## config.mk

```make
export PLATFORM = sky130hd
export DESIGN_NAME = linear_probe_hash_dictionary
export DESIGN_NICKNAME = d
export VERILOG_FILES = /design/src/rtl/lphd_pkg.sv /design/src/rtl/lphd_ram.sv /design/src/rtl/lphd_front.sv /design/src/rtl/lphd_queue.sv /design/src/rtl/lphd_back.sv /design/src/rtl/linear_probe_hash_dictionary.sv
export SDC_FILE = /design/constraint.sdc
export NUM_CORES = 2
export LEC_CHECK = 0
export ABC_AREA = 1
export BUFFER_PORTS_ARGS = -buffer_cell sky130_fd_sc_hd__buf_2
export CORE_MARGIN = 3
export CORE_UTILIZATION = 50
export DETAILED_ROUTE_END_ITERATION = 8
export HOLD_SLACK_MARGIN = 0.1
export PLACE_DENSITY = 0.66
export SETUP_SLACK_MARGIN = 0.15
export SLEW_MARGIN = 20
export SYNTH_ARGS = -nofsm -noshare
export SYNTH_HDL_FRONTEND = slang
export SYNTH_SLANG_ARGS = --single-unit
```

## constraint.sdc

```tcl
create_clock -name clk -period 8.3 [get_ports clk]
set_input_delay 0.415 -clock clk [delete_from_list [all_inputs] [get_ports clk]]
set_output_delay 0.415 -clock clk [all_outputs]
set_load 0.03 [all_outputs]
```

## src/rtl/lphd_pkg.sv

```systemverilog
// shared constants, types and helper functions of the hash dictionary
`timescale 1ns / 1ps

package lphd_pkg;

  localparam int TABLE_SLOTS   = 16;
  localparam int KEY_MAX_BYTES = 8;
  localparam int VALUE_BITS    = 32;

  localparam int KEY_BITS    = 64;
  localparam int LEN_BITS    = 4;
  localparam int SLOT_W      = $clog2(TABLE_SLOTS);
  // byte sum of a full key, 8 * 255 at most
  localparam int SUM_W       = 11;
  localparam int RECIP_SHIFT = 22;
  localparam int QUEUE_DEPTH = 2;

  localparam logic [SUM_W-1:0]       SLOTS_SUM = SUM_W'(TABLE_SLOTS);
  localparam logic [RECIP_SHIFT-1:0] RECIP     = RECIP_SHIFT'((1 << RECIP_SHIFT) / TABLE_SLOTS);
  localparam logic [LEN_BITS-1:0]    LEN_MAX   = LEN_BITS'(KEY_MAX_BYTES);

  localparam logic [1:0] FUNC_INSERT = 2'd0;
  localparam logic [1:0] FUNC_DELETE = 2'd1;
  localparam logic [1:0] FUNC_LOOKUP = 2'd2;

  localparam logic [1:0] STATUS_OK      = 2'd0;
  localparam logic [1:0] STATUS_MISSING = 2'd1;
  localparam logic [1:0] STATUS_FULL    = 2'd2;

  localparam logic [1:0] MARK_EMPTY = 2'd0;
  localparam logic [1:0] MARK_USED  = 2'd1;
  localparam logic [1:0] MARK_GONE  = 2'd2;

  typedef logic [SLOT_W-1:0]     slot_idx_t;
  typedef logic [VALUE_BITS-1:0] value_t;

  typedef struct packed {
    logic [1:0]  func;
    logic [63:0] key_bytes;
    logic [3:0]  key_length;
    logic [31:0] entry_value;
  } in_item_t;

  typedef struct packed {
    logic [1:0]  status;
    logic [31:0] found_value;
    logic [3:0]  slot_index;
  } out_item_t;

  // classified item handed from front to back
  typedef struct packed {
    logic [1:0]          func;
    logic [KEY_BITS-1:0] key;
    logic [LEN_BITS-1:0] len;
    value_t              value;
    slot_idx_t           home;
  } desc_t;

  typedef struct packed {
    logic [1:0]          mark;
    logic [LEN_BITS-1:0] len;
    logic [KEY_BITS-1:0] key;
    value_t              value;
  } slot_t;

  function automatic slot_idx_t next_slot(input slot_idx_t idx);
    slot_idx_t res;
    if (idx == SLOT_W'(TABLE_SLOTS - 1)) res = '0;
    else res = idx + SLOT_W'(1);
    return res;
  endfunction

  function automatic logic [3:0] out_slot(input slot_idx_t idx);
    logic [SLOT_W+3:0] ext;
    ext = {4'b0, idx};
    return ext[3:0];
  endfunction

  function automatic logic [31:0] out_value(input value_t v);
    logic [VALUE_BITS+31:0] ext;
    ext = {32'b0, v};
    return ext[31:0];
  endfunction

  function automatic value_t in_value(input logic [31:0] v);
    logic [VALUE_BITS+31:0] ext;
    ext = {{VALUE_BITS{1'b0}}, v};
    return ext[VALUE_BITS-1:0];
  endfunction

endpackage

```

## src/rtl/lphd_ram.sv

```systemverilog
// generic single write port ram with registered read
`timescale 1ns / 1ps

module lphd_ram #(
  parameter int WIDTH = 8,
  parameter int DEPTH = 16
) (
  input  logic                     clk,
  input  logic                     we,
  input  logic [$clog2(DEPTH)-1:0] waddr,
  input  logic [WIDTH-1:0]         wdata,
  input  logic [$clog2(DEPTH)-1:0] raddr,
  output logic [WIDTH-1:0]         rdata
);

  logic [WIDTH-1:0] mem [DEPTH];
  logic [WIDTH-1:0] rdata_r;

  always_ff @(posedge clk) begin
    if (we) begin
      mem[waddr] <= wdata;
    end
    rdata_r <= mem[raddr];
  end

  assign rdata = rdata_r;

endmodule

```

## src/rtl/lphd_front.sv

```systemverilog
// front end: key clean-up and home slot computation
`timescale 1ns / 1ps

module lphd_front (
  input  logic               clk,
  input  logic               rst_n,
  input  logic               take,
  input  lphd_pkg::in_item_t in_item,
  output logic               busy,
  input  logic               q_full,
  output logic               q_push,
  output lphd_pkg::desc_t    q_data
);

  logic                               busy_r;
  logic                               phase_r;
  logic [1:0]                         func_r;
  logic [lphd_pkg::KEY_BITS-1:0]      key_r;
  logic [lphd_pkg::LEN_BITS-1:0]      len_r;
  lphd_pkg::value_t                   val_r;
  logic [lphd_pkg::SUM_W-1:0]         sum_r;
  logic [lphd_pkg::SUM_W-1:0]         q_r;

  logic [lphd_pkg::LEN_BITS-1:0]      len_sat;
  logic [lphd_pkg::KEY_BITS-1:0]      key_m;
  logic [lphd_pkg::SUM_W-1:0]         sum;
  logic [lphd_pkg::SUM_W+lphd_pkg::RECIP_SHIFT-1:0] prod;
  logic [lphd_pkg::SUM_W-1:0]         qn;
  logic [lphd_pkg::SUM_W-1:0]         rem;
  logic [lphd_pkg::SUM_W-1:0]         home_full;

  always_comb begin
    len_sat = (in_item.key_length > lphd_pkg::LEN_MAX) ? lphd_pkg::LEN_MAX
                                                        : in_item.key_length;
    key_m = '0;
    sum   = '0;
    for (int i = 0; i < 8; i++) begin
      if (i < int'(len_sat)) begin
        key_m[8*i +: 8] = in_item.key_bytes[8*i +: 8];
        sum = sum + lphd_pkg::SUM_W'(in_item.key_bytes[8*i +: 8]);
      end
    end
  end

  // quotient estimate by reciprocal, at most one short
  assign prod = (lphd_pkg::SUM_W+lphd_pkg::RECIP_SHIFT)'(sum_r) *
                (lphd_pkg::SUM_W+lphd_pkg::RECIP_SHIFT)'(lphd_pkg::RECIP);
  assign qn   = lphd_pkg::SUM_W'(q_r * lphd_pkg::SLOTS_SUM);
  assign rem  = sum_r - qn;
  assign home_full = (rem >= lphd_pkg::SLOTS_SUM) ? rem - lphd_pkg::SLOTS_SUM : rem;

  assign busy   = busy_r;
  assign q_push = busy_r && phase_r && !q_full;

  always_comb begin
    q_data.func  = func_r;
    q_data.key   = key_r;
    q_data.len   = len_r;
    q_data.value = val_r;
    q_data.home  = home_full[lphd_pkg::SLOT_W-1:0];
  end

  always_ff @(posedge clk) begin
    if (!rst_n) begin
      busy_r  <= 1'b0;
      phase_r <= 1'b0;
    end else if (take) begin
      busy_r  <= 1'b1;
      phase_r <= 1'b0;
    end else if (busy_r && !phase_r) begin
      phase_r <= 1'b1;
    end else if (q_push) begin
      busy_r <= 1'b0;
    end
  end

  always_ff @(posedge clk) begin
    if (take) begin
      func_r <= in_item.func;
      key_r  <= key_m;
      len_r  <= len_sat;
      val_r  <= lphd_pkg::in_value(in_item.entry_value);
      sum_r  <= sum;
    end
    if (busy_r && !phase_r) begin
      q_r <= prod[lphd_pkg::SUM_W+lphd_pkg::RECIP_SHIFT-1:lphd_pkg::RECIP_SHIFT];
    end
  end

endmodule

```

## src/rtl/lphd_queue.sv

```systemverilog
// short fifo of classified items between front and back
`timescale 1ns / 1ps

module lphd_queue (
  input  logic            clk,
  input  logic            rst_n,
  input  logic            push,
  input  lphd_pkg::desc_t push_data,
  output logic            full,
  input  logic            pop,
  output lphd_pkg::desc_t head,
  output logic            empty
);

  localparam int PTR_W = $clog2(lphd_pkg::QUEUE_DEPTH);

  lphd_pkg::desc_t  mem_r [lphd_pkg::QUEUE_DEPTH];
  logic [PTR_W-1:0] wr_ptr_r;
  logic [PTR_W-1:0] rd_ptr_r;
  logic [PTR_W:0]   count_r;

  function automatic logic [PTR_W-1:0] bump(input logic [PTR_W-1:0] p);
    logic [PTR_W-1:0] res;
    if (p == PTR_W'(lphd_pkg::QUEUE_DEPTH - 1)) res = '0;
    else res = p + PTR_W'(1);
    return res;
  endfunction

  assign full  = (count_r == (PTR_W+1)'(lphd_pkg::QUEUE_DEPTH));
  assign empty = (count_r == '0);
  assign head  = mem_r[rd_ptr_r];

  always_ff @(posedge clk) begin
    if (!rst_n) begin
      wr_ptr_r <= '0;
      rd_ptr_r <= '0;
      count_r  <= '0;
    end else begin
      if (push) wr_ptr_r <= bump(wr_ptr_r);
      if (pop)  rd_ptr_r <= bump(rd_ptr_r);
      if (push && !pop)      count_r <= count_r + (PTR_W+1)'(1);
      else if (pop && !push) count_r <= count_r - (PTR_W+1)'(1);
    end
  end

  always_ff @(posedge clk) begin
    if (push) begin
      mem_r[wr_ptr_r] <= push_data;
    end
  end

endmodule

```

## src/rtl/lphd_back.sv

```systemverilog
// back end: probe walk over the slot ram, write-back and result register
`timescale 1ns / 1ps

module lphd_back (
  input  logic                clk,
  input  logic                rst_n,
  input  logic                q_empty,
  input  lphd_pkg::desc_t     q_head,
  output logic                q_pop,
  output logic                clearing,
  output logic                out_empty,
  input  logic                out_pop,
  output lphd_pkg::out_item_t out_item
);

  localparam logic [1:0] ST_CLEAR  = 2'd0;
  localparam logic [1:0] ST_IDLE   = 2'd1;
  localparam logic [1:0] ST_PROBE  = 2'd2;
  localparam logic [1:0] ST_FINISH = 2'd3;

  logic [1:0]          state_r, state_nxt;
  lphd_pkg::slot_idx_t clr_idx_r;
  lphd_pkg::desc_t     cur_r;
  lphd_pkg::slot_idx_t chk_idx_r;
  lphd_pkg::slot_idx_t cnt_r;
  logic                have_gone_r, have_match_r, have_empty_r;
  lphd_pkg::slot_idx_t gone_at_r, match_at_r, empty_at_r;
  lphd_pkg::value_t    match_val_r;
  logic                out_valid_r;
  lphd_pkg::out_item_t out_item_r;

  logic                ram_we;
  lphd_pkg::slot_idx_t ram_waddr, ram_raddr;
  lphd_pkg::slot_t     ram_wdata, ram_rdata;

  logic                hit, stop_empty, is_gone, last_probe, finish_go;
  lphd_pkg::out_item_t res;
  logic                wr_slot;
  lphd_pkg::slot_idx_t wr_at;
  logic [1:0]          wr_mark;

  lphd_ram #(
    .WIDTH ($bits(lphd_pkg::slot_t)),
    .DEPTH (lphd_pkg::TABLE_SLOTS)
  ) u_slots (
    .clk   (clk),
    .we    (ram_we),
    .waddr (ram_waddr),
    .wdata (ram_wdata),
    .raddr (ram_raddr),
    .rdata (ram_rdata)
  );

  assign hit = (ram_rdata.mark == lphd_pkg::MARK_USED) && (ram_rdata.len == cur_r.len) &&
               (ram_rdata.key == cur_r.key);
  assign is_gone    = (ram_rdata.mark == lphd_pkg::MARK_GONE);
  // unused mark code counts as empty
  assign stop_empty = (ram_rdata.mark != lphd_pkg::MARK_USED) && !is_gone;
  assign last_probe = (cnt_r == lphd_pkg::SLOT_W'(lphd_pkg::TABLE_SLOTS - 1));
  assign finish_go  = (state_r == ST_FINISH) && (!out_valid_r || out_pop);

  assign q_pop     = (state_r == ST_IDLE) && !q_empty;
  assign clearing  = (state_r == ST_CLEAR);
  assign out_empty = !out_valid_r;
  assign out_item  = out_item_r;

  // outcome of the finished walk
  always_comb begin
    res     = '{status: lphd_pkg::STATUS_MISSING, found_value: 32'd0, slot_index: 4'd0};
    wr_slot = 1'b0;
    wr_at   = match_at_r;
    wr_mark = lphd_pkg::MARK_USED;
    priority if (cur_r.func == lphd_pkg::FUNC_INSERT) begin
      if (have_match_r)      wr_at = match_at_r;
      else if (have_gone_r)  wr_at = gone_at_r;
      else                   wr_at = empty_at_r;
      if (have_match_r || have_gone_r || have_empty_r) begin
        wr_slot        = 1'b1;
        res.status     = lphd_pkg::STATUS_OK;
        res.slot_index = lphd_pkg::out_slot(wr_at);
      end else begin
        res.status = lphd_pkg::STATUS_FULL;
      end
    end else if (cur_r.func == lphd_pkg::FUNC_DELETE) begin
      wr_mark = lphd_pkg::MARK_GONE;
      if (have_match_r) begin
        wr_slot        = 1'b1;
        res.status     = lphd_pkg::STATUS_OK;
        res.slot_index = lphd_pkg::out_slot(match_at_r);
      end
    end else begin
      if (have_match_r) begin
        res.status      = lphd_pkg::STATUS_OK;
        res.found_value = lphd_pkg::out_value(match_val_r);
        res.slot_index  = lphd_pkg::out_slot(match_at_r);
      end
    end
  end

  always_comb begin
    ram_we    = 1'b0;
    ram_waddr = wr_at;
    ram_wdata = '{mark: wr_mark, len: cur_r.len, key: cur_r.key, value: cur_r.value};
    if (state_r == ST_CLEAR) begin
      ram_we    = 1'b1;
      ram_waddr = clr_idx_r;
      ram_wdata = '{mark: lphd_pkg::MARK_EMPTY, len: '0, key: '0, value: '0};
    end else if (finish_go) begin
      ram_we = wr_slot;
    end
  end

  // read address runs one slot ahead of the slot being checked
  always_comb begin
    unique case (state_r)
      ST_IDLE:  ram_raddr = q_head.home;
      ST_PROBE: ram_raddr = lphd_pkg::next_slot(chk_idx_r);
      default:  ram_raddr = chk_idx_r;
    endcase
  end

  always_comb begin
    state_nxt = state_r;
    unique case (state_r)
      ST_CLEAR: begin
        if (clr_idx_r == lphd_pkg::SLOT_W'(lphd_pkg::TABLE_SLOTS - 1)) state_nxt = ST_IDLE;
      end
      ST_IDLE: begin
        if (!q_empty) state_nxt = ST_PROBE;
      end
      ST_PROBE: begin
        if (hit || stop_empty || last_probe) state_nxt = ST_FINISH;
      end
      ST_FINISH: begin
        if (finish_go) state_nxt = ST_IDLE;
      end
      default: state_nxt = ST_CLEAR;
    endcase
  end

  always_ff @(posedge clk) begin
    if (!rst_n) begin
      state_r     <= ST_CLEAR;
      clr_idx_r   <= '0;
      out_valid_r <= 1'b0;
    end else begin
      state_r <= state_nxt;
      if (state_r == ST_CLEAR) clr_idx_r <= lphd_pkg::next_slot(clr_idx_r);
      if (finish_go)    out_valid_r <= 1'b1;
      else if (out_pop) out_valid_r <= 1'b0;
    end
  end

  always_ff @(posedge clk) begin
    if (q_pop) begin
      cur_r        <= q_head;
      chk_idx_r    <= q_head.home;
      cnt_r        <= '0;
      have_gone_r  <= 1'b0;
      have_match_r <= 1'b0;
      have_empty_r <= 1'b0;
    end else if (state_r == ST_PROBE) begin
      if (hit) begin
        have_match_r <= 1'b1;
        match_at_r   <= chk_idx_r;
        match_val_r  <= ram_rdata.value;
      end else if (stop_empty) begin
        have_empty_r <= 1'b1;
        empty_at_r   <= chk_idx_r;
      end else begin
        if (is_gone && !have_gone_r) begin
          have_gone_r <= 1'b1;
          gone_at_r   <= chk_idx_r;
        end
        chk_idx_r <= lphd_pkg::next_slot(chk_idx_r);
        cnt_r     <= cnt_r + lphd_pkg::SLOT_W'(1);
      end
    end
    if (finish_go) begin
      out_item_r <= res;
    end
  end

endmodule

```

## src/rtl/linear_probe_hash_dictionary.sv

```systemverilog
// top level of the linear probing hash dictionary
`timescale 1ns / 1ps

// open addressing dictionary of lphd_pkg::TABLE_SLOTS slots, keys of up to eight bytes.
// func selects insert, delete or lookup (code three acts as lookup); each transaction
// gives exactly one result. the front takes an item, masks the key, registers it with
// its byte sum, then the reciprocal quotient, and so works out the home slot (byte sum
// modulo table size); it hands that through a two-entry queue to the back. the back
// walks the slot ram one slot per cycle: a start step reading the home slot, a check of
// each slot (1 to TABLE_SLOTS of them), then write-back and the result, held off while
// the last result is untaken; one item at a time, bound by the single slot ram read port.
// after reset a clearing pass marks every slot empty; full stays high until it ends.

module linear_probe_hash_dictionary (
  input  logic                clk,
  input  logic                rst_n,
  input  logic                in_push,
  output logic                in_full,
  input  lphd_pkg::in_item_t  in_item,
  output logic                out_empty,
  input  logic                out_pop,
  output lphd_pkg::out_item_t out_item
);

  logic            front_busy;
  logic            clearing;
  logic            take;
  logic            q_push, q_full, q_pop, q_empty;
  lphd_pkg::desc_t q_data, q_head;

  assign in_full = front_busy || clearing;
  assign take    = in_push && !in_full;

  lphd_front u_front (
    .clk     (clk),
    .rst_n   (rst_n),
    .take    (take),
    .in_item (in_item),
    .busy    (front_busy),
    .q_full  (q_full),
    .q_push  (q_push),
    .q_data  (q_data)
  );

  lphd_queue u_queue (
    .clk       (clk),
    .rst_n     (rst_n),
    .push      (q_push),
    .push_data (q_data),
    .full      (q_full),
    .pop       (q_pop),
    .head      (q_head),
    .empty     (q_empty)
  );

  lphd_back u_back (
    .clk       (clk),
    .rst_n     (rst_n),
    .q_empty   (q_empty),
    .q_head    (q_head),
    .q_pop     (q_pop),
    .clearing  (clearing),
    .out_empty (out_empty),
    .out_pop   (out_pop),
    .out_item  (out_item)
  );

endmodule
```

==> flow_summary.json <==
{
  "synth-seq-cells": 2261,
  "gr-total-overflow": 0,
  "startpoint_type": "primary input",
  "r2r_cells": 10,
  "vias_per_cell": 5.53,
  "ant_nets": 0,
  "cts_tree": "done",
  "max-vdd-ir-drop_v": 0.000461,
  "synthTopCellsByCount": "edfxtp_1, nand2_1, inv_1",
  "die_w_um": 432,
  "fin_crit_sh_pct": 88.2,
  "synth.avg_cell_area_um2": 12.9,
  "cts_buffer_depth": 3,
  "grt_pass1_wl_um": 326000,
  "syn_to_final_growth_pct": 12.7,
  "maxSlewHeadroom_pct": 23.2,
  "fin_nets": 7386,
  "critPathSlowestCell": "dlygate4sd3_1",
  "synth_xor_area_share_pct": 0.251,
  "synthArstFlopShare_pct": 0,
  "fillers": 14100,
  "setup_tns_ps": 0,
  "cts_max_level": 4,
  "finalPower_uw": 40800,
  "hpwlAfterDp_um": 110000,
  "hold_path_class": "in2reg",
  "synthTopCellsByArea": "edfxtp_1, o211ai_1, nand2_1",
  "cp.arrival_ps": 7900,
  "power_leakage_uw": 0.0383,
  "synth-edff-count": 2138,
  "dp_slack_ps": 661,
  "grt_pass1_vias": 52400,
  "cp_slowest_stage_delay_ps": 530,
  "synth.most_common_cell": "edfxtp_1",
  "multi_input_area_um2": 18100,
  "synth_compound_area_share_pct": 7.37,
  "drt_wl_total_um": 218000,
  "drc": 0,
  "clkTransAtPathRegs_ps": 60,
  "clk-insertion-delay-late_ps": 840,
  "die_h_um": 432,
  "pwr_density_cell_nw_per_um2": 399,
  "grtUsageTotal_pct": 23.2,
  "port_buffers": 145,
  "setup.worst_path.class": "in2reg",
  "drive_gt1_share_pct": 9.73,
  "grt_start_max_net_pins": 247,
  "synth_simple_gate_area_share_pct": 10.2,
  "slew_violations": 0,
  "rsz0062_at_grt": "no",
  "cts_sinks": 2261,
  "worst_path_most_repeated_cell": "nand2_1",
  "gp_congestion": 1.00,
  "io_pins": 146,
  "synth_fa_ha_area_share_pct": 0.616,
  "coreArea_um2": 179000,
  "post-cts-setup-buffers": 0,
  "rows": 155,
  "setup_viol_count_final": 0,
  "hp-start": "in_item[0]",
  "hold_violations": 0,
  "cp_max_fo": 18,
  "synth_top_cell_by_area": "edfxtp_1",
  "worstSetupEndpoint": "u_front.sum_r[3]",
  "dieArea_um2": 186000,
  "ys_dominant_reg_cell": "edfxtp_1",
  "clock_skew_ps": 24.7,
  "via_count": 54100,
  "synth_area_um2": 90700,
  "layout_setup_ws_ps": 978,
  "cts_inserted_buffers": 218,
  "synth_top_family_by_area": "simple AND/OR/NAND/NOR gates",
  "root_buffer": "clkbuf_16",
  "antenna_found_initial": 2,
  "yosysSeqAreaShare_pct": 73.5,
  "post-route-util_pct": 56.9,
  "synthMuxAreaShare_pct": 1.28,
  "ys_warn_count": 0,
  "drv_cap": 0,
  "worst_hold_slack_ps": 303,
  "ys_types": 43,
  "worstSetupEndpointType": "register",
  "syn-num-nets": 7198,
  "r2r-start": "u_back.state_r[0]",
  "reg2reg_slack_ps": 3920,
  "wire_per_inst_um": 22.3,
  "timing.final.crit_period_ps": 7320,
  "yosysTopAreaCellShare_pct": 70.8,
  "setup.worst_path.start": "in_item[35]",
  "worstMarginPinSlew_ps": 1150,
  "worstPathRequired_ps": 8880,
  "drt_pass1_iterations": 5,
  "r2r_end": "u_back.u_slots.mem[7][24]",
  "outcome": "finished clean",
  "drt-initial-drc-count": 5450,
  "initial_core_util_pct": 50.5,
  "register_area_um2": 66700,
  "synthCells": 7051,
  "max_freq_ghz": 0.137
}
[cells by family after synthesis]
| family | after synthesis |
|---|---|
| flops | 2261 |
| simple gates | 2189 |
| buf+inv | 1522 |
| compound gates | 909 |
| mux | 103 |
| fa+ha+maj | 41 |
| xor+xnor | 26 |
[routing by layer]
layer,track usage [%],share of wire [%]
met5,0,0
met4,6.67,2.6
met3,3.56,7.1
met2,37.5,47
met1,33.0,43
[cell type report]
| class | instances | share of cell area, % |
|---|---|---|
| Clock buffer | 300 | 5.94 |
| Clock inverter | 111 | 1.23 |
| Timing Repair Buffer | 344 | 2.76 |
| Multi-Input combinational cell | 3268 | 17.7 |
| Sequential cell | 2261 | 65.3 |
| Antenna cell | 1 | 0.00245 |
| Inverter | 1146 | 4.23 |
| Tap cell | 2355 | 2.88 |
[what timing repair did]
action / CTS / global route
setup endpoints to repair: 0 / 0
hold buffers: 125 / 0
resized for setup: 0 / 0
hold endpoints to repair: 119 / 0
[power breakdown]
group / leakage (µW) / internal (µW) / switching (µW)
registers: 0.0207 / 15500 / 596
logic: 0.0140 / 3930 / 10700
clock network: 0.00359 / 5810 / 4190
total: 0.0383 / 25200 / 15500
[worst max-delay path, delay by kind of cell]
family | cells | cell delay (ps)
XOR/XNOR | 1 | 220
buffers and inverters | 8 | 1290
AO/OA/AOI/OAI | 4 | 650
adder cells (fa/ha/maj) | 8 | 2880
AND/OR/NAND/NOR | 19 | 2430
[worst min-delay path by stage]
stage / to / slack [ps] / cells after the start
floorplan: u_back.match_val_r[0] / 390 / 0
global placement: u_back.match_val_r[12] / 390 / 0
detailed placement: u_back.match_val_r[2] / 390 / 0
CTS: u_front.val_r[31] / 240 / 2
global route: u_front.val_r[0] / 260 / 2
finish: u_front.val_r[0] / 300 / 2
[cells in the final DEF, fill, tap and decap left out, drive strengths merged, types with 103 or more instances in the layout]
| cell | n |
|---|---|
| nand2 | 1151 |
| edfxtp | 2138 |
| clkbuf | 300 |
| buf | 219 |
| dfxtp | 123 |
| mux2 | 103 |
| nor2 | 287 |
| o211ai | 823 |
| dlygate4sd3 | 125 |
| inv | 1154 |
| nand3 | 665 |
[stage by stage]
step | instance area [µm²] | instances
floorplan | 90700 | 7051
global placement | 93600 | 9249
detailed placement | 93600 | 9249
CTS | 102000 | 9785
global route | 102000 | 9785
finish | 102000 | 9786
[flip-flops by register name, summed over array words and instances, names as in the netlist, 32 cells and up, named ones only]
| register | count |
|---|---|
| u_queue.mem_r | 212 |
| u_back.match_val_r | 32 |
| u_back.u_slots.mem | 1632 |
| u_front.key_r | 64 |
| u_back.out_item | 38 |
| u_back.cur_r | 102 |
| u_back.u_slots.rdata | 102 |
| u_front.val_r | 32 |
(Power assumes the default switching activity.)
